===== config.mk =====
export PLATFORM = sky130hd
export DESIGN_NAME = climate_control_step
export DESIGN_NICKNAME = d
export VERILOG_FILES = /design/src/sv/ccs_pkg.sv /design/src/sv/climate_control_step.sv /design/src/sv/ccs_ctrl.sv /design/src/sv/ccs_datapath.sv
export SDC_FILE = /design/constraint.sdc
export NUM_CORES = 1
export LEC_CHECK = 0
export BUFFER_PORTS_ARGS = -buffer_cell sky130_fd_sc_hd__buf_2
export CELL_PAD_IN_SITES_DETAIL_PLACEMENT = 0
export CELL_PAD_IN_SITES_GLOBAL_PLACEMENT = 1
export CORE_MARGIN = 2
export CORE_UTILIZATION = 44
export CTS_BUF_LIST = sky130_fd_sc_hd__clkbuf_4 sky130_fd_sc_hd__clkbuf_8 sky130_fd_sc_hd__clkbuf_16
export DETAILED_ROUTE_END_ITERATION = 16
export HOLD_SLACK_MARGIN = 0.02
export MAX_ROUTING_LAYER = met4
export PLACE_DENSITY_LB_ADDON = 0.1
export SYNTH_ARGS = -nofsm -noshare
export SYNTH_HDL_FRONTEND = slang
export SYNTH_SLANG_ARGS = --single-unit

===== constraint.sdc =====
create_clock -name clk -period 7.74 [get_ports clk]
set_input_delay 1.161 -clock clk [delete_from_list [all_inputs] [get_ports clk]]
set_output_delay 1.161 -clock clk [all_outputs]
set_load 0.01 [all_outputs]

===== src/sv/ccs_pkg.sv =====
// ----------------------------------------------------------------------------
// ccs_pkg: shared types and constants for the climate control step block
// Field widths, register indexes and the controller/datapath interface.
// ----------------------------------------------------------------------------
package ccs_pkg;

    localparam int TEMP_W  = 12;
    localparam int LIGHT_W = 12;
    localparam int SP_W    = 9;
    localparam int DEG_W   = 9;
    localparam int PCT_W   = 7;
    localparam int DUTY_W  = 12;
    localparam int COIL_W  = 4;
    localparam int DIR_W   = 2;
    localparam int STEPS_W = 3;
    localparam int MAG_W   = 19;   // |light - bright| * 100 fits in 19 bits
    localparam int DIV_CNT_W = 5;

    localparam logic [DIV_CNT_W-1:0] DIV_LAST = DIV_CNT_W'(MAG_W - 1);

    // Register indexes on the configuration port (word address).
    localparam logic [1:0] REG_SETPOINT = 2'd0;
    localparam logic [1:0] REG_BRIGHT   = 2'd1;
    localparam logic [1:0] REG_DARK     = 2'd2;

    localparam logic [SP_W-1:0]    SETPOINT_RST = 9'd23;
    localparam logic [LIGHT_W-1:0] BRIGHT_RST   = 12'd3139;
    localparam logic [LIGHT_W-1:0] DARK_RST     = 12'd1990;

    // Motor direction codes.
    localparam logic [DIR_W-1:0] DIR_STOP = 2'b00;
    localparam logic [DIR_W-1:0] DIR_CW   = 2'b01;
    localparam logic [DIR_W-1:0] DIR_CCW  = 2'b11;

    typedef struct packed {
        logic load;
        logic div_step;
        logic emit_init;
        logic emit;
    } ccs_cmd_t;

    typedef struct packed {
        logic out_valid;
        logic last_pending;
    } ccs_sts_t;

endpackage


===== src/sv/climate_control_step.sv =====
// ----------------------------------------------------------------------------
// climate_control_step: heater, stepper and LED control from one sample pair
// Configuration registers, controller and datapath.
// ----------------------------------------------------------------------------
// Usage:
//   The slave stream takes one request per sample: temp_mv in s_tdata[11:0]
//   and light_mv in s_tdata[23:12]. The master stream gives one to six
//   results per sample, one per motor step (one when the motor is stopped),
//   with m_tlast on the final one.
//   The APB port holds setpoint_deg (0x0), light_bright_mv (0x4) and
//   light_dark_mv (0x8); write it only while no sample is in flight.
//   A sample is accepted, then passes through the bit-serial light divider,
//   one quotient bit per cycle, and its results are then issued in order,
//   one per motor step; the first is loaded once the divider is done and the
//   output register is free.
//   When the receiver stalls, the pending result holds in the output
//   register and the step sequence waits. The next sample is accepted once
//   the last result of the current one has been loaded into that register.
//   Reset returns the registers to their defaults and the stepper phase to 0.
// ----------------------------------------------------------------------------
module climate_control_step
#(
    parameter int DUTY_FULL_SCALE = 4095
)
(
    input  logic        clk,
    input  logic        rst_n,
    input  logic        s_tvalid,
    output logic        s_tready,
    input  logic [23:0] s_tdata,   // temp_mv[11:0], light_mv[23:12]
    output logic        m_tvalid,
    input  logic        m_tready,
    // heater_on[0], coil_drive[4:1], motor_direction[6:5], motor_steps[9:7],
    // temp_degrees[18:10], light_percent[25:19], pwm_duty[37:26], zero[39:38]
    output logic [39:0] m_tdata,
    output logic        m_tlast,
    input  logic        psel,
    input  logic        penable,
    input  logic        pwrite,
    input  logic [3:0]  paddr,
    input  logic [31:0] pwdata,
    output logic [31:0] prdata,
    output logic        pready
);

    logic [ccs_pkg::SP_W-1:0]    setpoint_reg;
    logic [ccs_pkg::LIGHT_W-1:0] bright_reg;
    logic [ccs_pkg::LIGHT_W-1:0] dark_reg;
    logic                        cfg_wr;
    logic [1:0]                  reg_idx;

    ccs_pkg::ccs_cmd_t           cmd;
    ccs_pkg::ccs_sts_t           sts;

    logic                        heater_on;
    logic [ccs_pkg::COIL_W-1:0]  coil_drive;
    logic [ccs_pkg::DIR_W-1:0]   motor_direction;
    logic [ccs_pkg::STEPS_W-1:0] motor_steps;
    logic [ccs_pkg::DEG_W-1:0]   temp_degrees;
    logic [ccs_pkg::PCT_W-1:0]   light_percent;
    logic [ccs_pkg::DUTY_W-1:0]  pwm_duty;

    assign pready  = 1'b1;
    assign cfg_wr  = psel && penable && pwrite && pready;
    assign reg_idx = paddr[3:2];

    always_ff @(posedge clk or negedge rst_n)
    begin
        if (!rst_n)
        begin
            setpoint_reg <= ccs_pkg::SETPOINT_RST;
            bright_reg   <= ccs_pkg::BRIGHT_RST;
            dark_reg     <= ccs_pkg::DARK_RST;
        end
        else if (cfg_wr)
        begin
            unique case (reg_idx)
                ccs_pkg::REG_SETPOINT: setpoint_reg <= pwdata[ccs_pkg::SP_W-1:0];
                ccs_pkg::REG_BRIGHT:   bright_reg   <= pwdata[ccs_pkg::LIGHT_W-1:0];
                ccs_pkg::REG_DARK:     dark_reg     <= pwdata[ccs_pkg::LIGHT_W-1:0];
                default:               ;
            endcase
        end
    end

    always_comb
    begin
        unique case (reg_idx)
            ccs_pkg::REG_SETPOINT: prdata = 32'(setpoint_reg);
            ccs_pkg::REG_BRIGHT:   prdata = 32'(bright_reg);
            ccs_pkg::REG_DARK:     prdata = 32'(dark_reg);
            default:               prdata = '0;
        endcase
    end

    ccs_ctrl u_ctrl
    (
        .clk       (clk),
        .rst_n     (rst_n),
        .in_valid  (s_tvalid),
        .in_ready  (s_tready),
        .out_ready (m_tready),
        .sts       (sts),
        .cmd       (cmd)
    );

    ccs_datapath
    #(
        .DUTY_FULL_SCALE (DUTY_FULL_SCALE)
    )
    u_datapath
    (
        .clk             (clk),
        .rst_n           (rst_n),
        .cmd             (cmd),
        .sts             (sts),
        .out_ready       (m_tready),
        .temp_mv         (s_tdata[11:0]),
        .light_mv        (s_tdata[23:12]),
        .setpoint_deg    (setpoint_reg),
        .light_bright_mv (bright_reg),
        .light_dark_mv   (dark_reg),
        .out_valid       (m_tvalid),
        .heater_on       (heater_on),
        .coil_drive      (coil_drive),
        .motor_direction (motor_direction),
        .motor_steps     (motor_steps),
        .temp_degrees    (temp_degrees),
        .light_percent   (light_percent),
        .pwm_duty        (pwm_duty),
        .last            (m_tlast)
    );

    assign m_tdata = {2'b00, pwm_duty, light_percent, temp_degrees, motor_steps,
                      motor_direction, coil_drive, heater_on};

    // The block works on one sample at a time.
    a_busy_after_accept: assert property (@(posedge clk) disable iff (!rst_n)
        s_tvalid && s_tready |=> !s_tready)
        else $error("sample accepted while the previous one is still in work");

    // A step drives exactly one coil; a stopped motor drives none.
    a_coil_onehot: assert property (@(posedge clk) disable iff (!rst_n)
        m_tvalid |-> ((motor_steps == 3'd0) ? (coil_drive == 4'd0) : $onehot(coil_drive)))
        else $error("coil pattern does not match the step count");

    // A stopped motor gives one result only.
    a_stop_single: assert property (@(posedge clk) disable iff (!rst_n)
        m_tvalid && (motor_direction == ccs_pkg::DIR_STOP) |-> m_tlast)
        else $error("stopped motor produced more than one result");

    // Heating always goes with a single clockwise step.
    a_heater_cw: assert property (@(posedge clk) disable iff (!rst_n)
        m_tvalid && heater_on |->
            (motor_direction == ccs_pkg::DIR_CW) && (motor_steps == 3'd1) && m_tlast)
        else $error("heater result is not a single clockwise step");

endmodule


===== src/sv/ccs_ctrl.sv =====
// ----------------------------------------------------------------------------
// ccs_ctrl: sequencing controller
// Takes a sample, runs the light-span divider, then issues one result per step (one when stopped).
// ----------------------------------------------------------------------------
module ccs_ctrl
(
    input  logic              clk,
    input  logic              rst_n,
    input  logic              in_valid,
    output logic              in_ready,
    input  logic              out_ready,
    input  ccs_pkg::ccs_sts_t sts,
    output ccs_pkg::ccs_cmd_t cmd
);

    localparam logic [1:0] ST_IDLE = 2'd0;
    localparam logic [1:0] ST_DIV  = 2'd1;
    localparam logic [1:0] ST_EMIT = 2'd2;

    logic [1:0]                      state_reg, state_next;
    logic [ccs_pkg::DIV_CNT_W-1:0]   cnt_reg, cnt_next;
    logic                            slot_free;

    assign slot_free = !sts.out_valid || out_ready;
    assign in_ready  = (state_reg == ST_IDLE);

    always_comb
    begin
        state_next    = state_reg;
        cnt_next      = cnt_reg;
        cmd           = '0;
        unique case (state_reg)
            ST_IDLE:
            begin
                if (in_valid)
                begin
                    cmd.load   = 1'b1;
                    cnt_next   = '0;
                    state_next = ST_DIV;
                end
            end
            ST_DIV:
            begin
                cmd.div_step = 1'b1;
                cnt_next     = cnt_reg + 1'b1;
                if (cnt_reg == ccs_pkg::DIV_LAST)
                begin
                    cmd.emit_init = 1'b1;
                    state_next    = ST_EMIT;
                end
            end
            ST_EMIT:
            begin
                if (slot_free)
                begin
                    cmd.emit = 1'b1;
                    if (sts.last_pending)
                    begin
                        state_next = ST_IDLE;
                    end
                end
            end
            default:
            begin
                state_next = ST_IDLE;
            end
        endcase
    end

    always_ff @(posedge clk or negedge rst_n)
    begin
        if (!rst_n)
        begin
            state_reg <= ST_IDLE;
            cnt_reg   <= '0;
        end
        else
        begin
            state_reg <= state_next;
            cnt_reg   <= cnt_next;
        end
    end

endmodule


===== src/sv/ccs_datapath.sv =====
// ----------------------------------------------------------------------------
// ccs_datapath: sample arithmetic, divider, stepper phase and output register
// Temperature band, one-bit-per-cycle span divider and LED duty lookup.
// ----------------------------------------------------------------------------
module ccs_datapath
#(
    parameter int DUTY_FULL_SCALE = 4095
)
(
    input  logic                          clk,
    input  logic                          rst_n,
    input  ccs_pkg::ccs_cmd_t             cmd,
    output ccs_pkg::ccs_sts_t             sts,
    input  logic                          out_ready,
    input  logic [ccs_pkg::TEMP_W-1:0]    temp_mv,
    input  logic [ccs_pkg::LIGHT_W-1:0]   light_mv,
    input  logic [ccs_pkg::SP_W-1:0]      setpoint_deg,
    input  logic [ccs_pkg::LIGHT_W-1:0]   light_bright_mv,
    input  logic [ccs_pkg::LIGHT_W-1:0]   light_dark_mv,
    output logic                          out_valid,
    output logic                          heater_on,
    output logic [ccs_pkg::COIL_W-1:0]    coil_drive,
    output logic [ccs_pkg::DIR_W-1:0]     motor_direction,
    output logic [ccs_pkg::STEPS_W-1:0]   motor_steps,
    output logic [ccs_pkg::DEG_W-1:0]     temp_degrees,
    output logic [ccs_pkg::PCT_W-1:0]     light_percent,
    output logic [ccs_pkg::DUTY_W-1:0]    pwm_duty,
    output logic                          last
);

    localparam int MAG_W = ccs_pkg::MAG_W;
    localparam int LW    = ccs_pkg::LIGHT_W;

    // Duty for each LED level, worked out for the configured full scale.
    localparam logic [ccs_pkg::DUTY_W-1:0] DUTY_20  = 12'(20 * DUTY_FULL_SCALE / 100);
    localparam logic [ccs_pkg::DUTY_W-1:0] DUTY_40  = 12'(40 * DUTY_FULL_SCALE / 100);
    localparam logic [ccs_pkg::DUTY_W-1:0] DUTY_50  = 12'(50 * DUTY_FULL_SCALE / 100);
    localparam logic [ccs_pkg::DUTY_W-1:0] DUTY_70  = 12'(70 * DUTY_FULL_SCALE / 100);
    localparam logic [ccs_pkg::DUTY_W-1:0] DUTY_100 = 12'(DUTY_FULL_SCALE);

    // Division by ten as a multiply by 6554 / 2^16; exact for 12-bit inputs.
    localparam logic [12:0] RECIP_10 = 13'd6554;

    logic [24:0]                     deg_prod;
    logic signed [LW:0]              light_diff;
    logic [LW-1:0]                   light_abs;
    logic [MAG_W-1:0]                mag_load;

    logic [ccs_pkg::DEG_W-1:0]       deg_reg;
    logic                            neg_reg;
    logic                            span_pos_reg;
    logic [LW-1:0]                   span_reg;
    logic [LW-1:0]                   rem_reg;
    logic [MAG_W-1:0]                quo_reg;
    logic [1:0]                      phase_reg;
    logic [ccs_pkg::STEPS_W-1:0]     left_reg;

    logic [LW+1:0]                   trial;
    logic [9:0]                      deg_x, sp_x;
    logic                            heater_c;
    logic [ccs_pkg::DIR_W-1:0]       dir_c;
    logic [ccs_pkg::STEPS_W-1:0]     steps_c;
    logic [ccs_pkg::PCT_W-1:0]       pct_c;
    logic [ccs_pkg::DUTY_W-1:0]      duty_c;
    logic [1:0]                      coil_bit;

    logic                            out_valid_reg;
    logic                            heater_reg;
    logic [ccs_pkg::COIL_W-1:0]      coil_reg;
    logic [ccs_pkg::DIR_W-1:0]       dir_reg;
    logic [ccs_pkg::STEPS_W-1:0]     steps_reg;
    logic [ccs_pkg::DEG_W-1:0]       deg_out_reg;
    logic [ccs_pkg::PCT_W-1:0]       pct_reg;
    logic [ccs_pkg::DUTY_W-1:0]      duty_reg;
    logic                            last_reg;

    // Load path: degrees and the magnitude of the scaled light offset.
    assign deg_prod   = 25'(temp_mv) * 25'(RECIP_10);
    assign light_diff = $signed({1'b0, light_mv}) - $signed({1'b0, light_bright_mv});
    assign light_abs  = light_diff[LW] ? LW'(-light_diff) : light_diff[LW-1:0];
    assign mag_load   = MAG_W'(light_abs) * MAG_W'(100);

    assign trial = {1'b0, rem_reg, quo_reg[MAG_W-1]} - (LW+2)'(span_reg);

    // Temperature band against the setpoint.
    assign deg_x = {1'b0, deg_reg};
    assign sp_x  = {1'b0, setpoint_deg};

    always_comb
    begin
        heater_c = 1'b0;
        dir_c    = ccs_pkg::DIR_STOP;
        steps_c  = 3'd0;
        if (deg_x + 10'd1 < sp_x)
        begin
            heater_c = 1'b1;
            dir_c    = ccs_pkg::DIR_CW;
            steps_c  = 3'd1;
        end
        else if (deg_x <= sp_x + 10'd1)
        begin
            steps_c = 3'd0;
        end
        else if (deg_x <= sp_x + 10'd3)
        begin
            dir_c   = ccs_pkg::DIR_CCW;
            steps_c = 3'd1;
        end
        else if (deg_x <= sp_x + 10'd5)
        begin
            dir_c   = ccs_pkg::DIR_CCW;
            steps_c = 3'd3;
        end
        else
        begin
            dir_c   = ccs_pkg::DIR_CCW;
            steps_c = 3'd6;
        end
    end

    // A non-negative quotient always clamps to full scale, so only a
    // negative one needs the subtraction from 100.
    always_comb
    begin
        if (!span_pos_reg)
        begin
            pct_c = '0;
        end
        else if (!neg_reg)
        begin
            pct_c = 7'd100;
        end
        else if (quo_reg >= MAG_W'(100))
        begin
            pct_c = '0;
        end
        else
        begin
            pct_c = 7'd100 - quo_reg[ccs_pkg::PCT_W-1:0];
        end
    end

    always_comb
    begin
        if (pct_c < 7'd20)
        begin
            duty_c = '0;
        end
        else if (pct_c <= 7'd30)
        begin
            duty_c = DUTY_20;
        end
        else if (pct_c <= 7'd40)
        begin
            duty_c = DUTY_40;
        end
        else if (pct_c <= 7'd60)
        begin
            duty_c = DUTY_50;
        end
        else if (pct_c <= 7'd80)
        begin
            duty_c = DUTY_70;
        end
        else
        begin
            duty_c = DUTY_100;
        end
    end

    // Counter-clockwise drives coil 3-p, which is the inverted phase.
    assign coil_bit = (dir_c == ccs_pkg::DIR_CW) ? phase_reg : ~phase_reg;

    always_ff @(posedge clk)
    begin
        if (cmd.load)
        begin
            deg_reg      <= deg_prod[24:16];
            neg_reg      <= light_diff[LW];
            span_pos_reg <= (light_bright_mv > light_dark_mv);
            span_reg     <= light_bright_mv - light_dark_mv;
            rem_reg      <= '0;
            quo_reg      <= mag_load;
        end
        else if (cmd.div_step)
        begin
            if (!trial[LW+1])
            begin
                rem_reg <= trial[LW-1:0];
                quo_reg <= {quo_reg[MAG_W-2:0], 1'b1};
            end
            else
            begin
                rem_reg <= {rem_reg[LW-2:0], quo_reg[MAG_W-1]};
                quo_reg <= {quo_reg[MAG_W-2:0], 1'b0};
            end
        end

        if (cmd.emit)
        begin
            heater_reg  <= heater_c;
            coil_reg    <= (steps_c == 3'd0) ? 4'd0 : (4'd1 << coil_bit);
            dir_reg     <= dir_c;
            steps_reg   <= steps_c;
            deg_out_reg <= deg_reg;
            pct_reg     <= pct_c;
            duty_reg    <= duty_c;
            last_reg    <= (left_reg == 3'd1);
        end
    end

    always_ff @(posedge clk or negedge rst_n)
    begin
        if (!rst_n)
        begin
            phase_reg     <= '0;
            left_reg      <= '0;
            out_valid_reg <= 1'b0;
        end
        else
        begin
            if (cmd.emit_init)
            begin
                left_reg <= (steps_c == 3'd0) ? 3'd1 : steps_c;
            end
            else if (cmd.emit)
            begin
                left_reg <= left_reg - 3'd1;
            end

            if (cmd.emit && (steps_c != 3'd0))
            begin
                phase_reg <= phase_reg + 2'd1;
            end

            if (cmd.emit)
            begin
                out_valid_reg <= 1'b1;
            end
            else if (out_ready)
            begin
                out_valid_reg <= 1'b0;
            end
        end
    end

    assign sts.out_valid    = out_valid_reg;
    assign sts.last_pending = (left_reg == 3'd1);

    assign out_valid       = out_valid_reg;
    assign heater_on       = heater_reg;
    assign coil_drive      = coil_reg;
    assign motor_direction = dir_reg;
    assign motor_steps     = steps_reg;
    assign temp_degrees    = deg_out_reg;
    assign light_percent   = pct_reg;
    assign pwm_duty        = duty_reg;
    assign last            = last_reg;

endmodule


==> metrics.md <==
| Metric | Value |
|---|---|
| Status | completed |
| Die area | 29400 um^2 |
| Post-Syn Area | 12300 um^2 |
| Slew Viols, Final | 0 |
| Clk_skew | 18.8 ps |
| DR DRC count | 0 |
| Yosys warns | 0 |
| First-pass GRT wire length | 44.1 mm |
| CP peak stage delay | 420 ps |
| Final setup TNS | 0 ps |
| Iteration-0 DRC Markers | 387 |
| MaxCap Viol Count | 0 |
| Maximum clock rate | 149 MHz |
| Share of layout cells above drive strength 1 | 12.3% |
| Worst setup EP type | flip-flop |
| CP max FO | 9 |
| Synth-to-Final Area Change | 11.2% |
| DR WL/cell | 15.2 um |
| Gpl congestion | 0.828 |
| Most frequent CP cell | ha_1 |
| Max FFs per register | 19 |
| Routed wire length | 27.2 mm |
| Critical Path RT | 7920 ps |
| # hold bufs at CTS | 0 |
| Final period util | 86.6% |
| Non-filler cells, final | 1790 |
| Cell count after synthesis | 1313 |
| Number of iterations in the first detailed-routing pass | 7 |
| Clock Pin Slew Worst Setup and Hold Paths | 70 ps |
| Unique masters post-synth | 72 |
| Number of synthesized register bits | 133 |
| # setup viols final | 0 |
| Critical Path AT | 6880 ps |
| All-layer global routing usage | 19.6% |
| # diodes | 0 |
| Initial antenna violation count | 0 |
| Via count | 9114 |
| Final Net Count | 1716 |
| Rows | 61 |
| # IOs | 143 |
| Startpoint types | input port |
| CTS Root Cell | clkbuf_16 |
| Seq/Total Area, Yosys | 29.5% |
| Ys async rst share | 34.6% |
| Dpl hpwl | 21.8 mm |
| Worst slew pin tran | 1080 ps |
| Number of synthesized flops with an enable pin | 73 |
| I/O Buffers | 97 |
| Height of the die | 171 um |
| IR Drop Worst-Case VDD | 0.000931 V |
| Worst slew margin | 27.8% |
| CTS tree | yes |
| Worst Hold Class | flip-flop to flip-flop |
| Core footprint | 27700 um^2 |
| H-tree level count | 4 |
| Clk_lat worst skew | 420 ps |
| Syn_area_per_cell | 9.39 um^2 |
| CTS resizes | 0 |
| CP max-delay cell | fa_1 |
| Setup Fix Bufs, Post-CTS | 0 |
| Clock sink total | 133 |
| Pin count of the biggest net entering global routing | 47 |
| Setup Crit Path Kind | input port to flip-flop |
| Final Hold Vio Count | 0 |
| RSZ-0062 raised after global routing | no |
| Number of buffers created by CTS | 17 |
| Number of global-route vias before repair | 8706 |
| Placed cell count | 1758 |
| Total gr overflow | 0 |
| Final ANT Viol Nets | 0 |
| LEAKAGE | 0.00658 uW |
| Fin crit period | 6700 ps |
| Top_reg_cell synth | edfxtp_1 |
| Vias per inst | 5.09 |
| Die X | 171 um |
| Cell area power density | 468 nW/um^2 |
| Initial Util | 44.5% |
| Clock Path Buffers | 2 |
-- cell usage after synthesis (all sizes together), types with 3 or more instances --
library cell  number  area, um^2
nor3b              4        30.0
o211ai             4        30.0
o21bai             3        22.5
o2111ai            5        43.8
a22o              14         123
o22ai              6        37.5
o21a              15         113
a211oi             5        42.5
or3                7        48.8
ha               203        2540
or2                4        25.0
buf               35         259
a21o              25         188
nand2            106         398
a21boi             8        60.1
nor2b             18         113
dfrtp             30         751
edfxtp            73        2190
nand2b            14        87.6
xor2              26         228
mux2              10         113
nor2              72         270
a31oi              5        31.3
nand4             11        68.8
nor3              24         120
and3               3        18.8
dfxtp             14         280
nor4               6        37.5
and2               6        37.5
inv              181         679
a211o              3        26.3
xnor2             63         552
clkbuf            23        86.3
fa                47         941
dfstp             16         420
mux2i             10         100
nand3             23         115
o31ai              5        37.5
a21oi             53         273
o21ai            103         515
-- stage by stage --
| step | area, um^2 | setup WS (ps) | power (uW) | util, % | hold slack [ps] |
|---|---|---|---|---|---|
| finish | 13700 | 1040 | 6420 | 49.5 | 490 |
| global route | 13700 | 575 | 7190 | 49.5 | 502 |
| CTS | 13700 | 1050 | 6530 | 49.5 | 488 |
| detailed placement | 13100 | 615 | 5640 | 47.3 | 479 |
| global placement | 13100 | 630 | 5590 | 47.3 | 465 |
| floorplan | 12400 | 1440 | 4690 | - | 451 |
-- kinds of logic after synthesis --
kind of cell	share of synthesized area, %
other	0.0609
adder cells (fa/ha/maj)	28.2
multiplexers	1.73
flip-flops	29.5
AO/OA/AOI/OAI	14.4
XOR/XNOR	6.32
buffers and inverters	8.47
AND/OR/NAND/NOR	11.2
-- metal layers --
| metal | global-route usage [%] | vias to the layer above | wire (um) |
|---|---|---|---|
| met1 | 27.3 | 4309 | 13700 |
| met4 | 5.05 | 0 | 390 |
| li1 | - | 4655 | - |
| met3 | 2.00 | 21 | 716 |
| met5 | - | - | 0 |
| met2 | 30.9 | 129 | 12300 |
-- path summary, 6_finish.rpt --
check                                        from  slack, ps                endpoint  depth (start not counted)
setup / recovery                      s_tdata[12]       1040  u_datapath.quo_reg[18]                         27
hold / removal             u_datapath.rem_reg[11]        490  u_datapath.rem_reg[11]                          2
setup reg to reg                    bright_reg[0]       1560  u_datapath.quo_reg[18]                         25
hold reg to reg            u_datapath.rem_reg[11]        490  u_datapath.rem_reg[11]                          2
max in group asynchronous                   rst_n       6480             dark_reg[4]                          2
min in group asynchronous                   rst_n        820       u_ctrl.cnt_reg[4]                          2
-- worst max-delay path, delay by kind of cell --
family                     cells  cell delay, ps
and+or+nand+nor                4             560
adders and majority gates      6            1890
xor gates and xnor gates       2             450
AOI/OAI and AO/OA             13            2670
buffers and inverters          2             140
-- placed cells by master, fill, tap and decap left out, drive strengths merged, types with 16 or more instances in the layout --
cell	count
a21o	25
a21oi	53
buf	104
clkbuf	19
conb	23
dfrtp	30
dfstp	16
edfxtp	73
fa	47
ha	203
inv	182
nand2	106
nand3	23
nor2	72
nor2b	18
nor3	24
o21ai	103
xnor2	63
xor2	26
-- area by class of cell --
cell class                      count  area [um^2]
Clock buffer                       19          440
Fill cell                        2623        14000
Sequential cell                   133         3640
Inverter                          183          699
Multi-Input combinational cell    960         7740
Tap cell                          378          473
Clock inverter                     13          180
Timing Repair Buffer              104          538
-- power by group --
group | total, uW | leakage (uW) | switching (uW) | internal, uW
sequential | 1220 | 0.00134 | 190 | 1030
clock | 855 | 0.000292 | 311 | 545
combinational | 4340 | 0.00494 | 2370 | 1970
total | 6420 | 0.00658 | 2870 | 3550
Power figures use the tool's default switching activity.
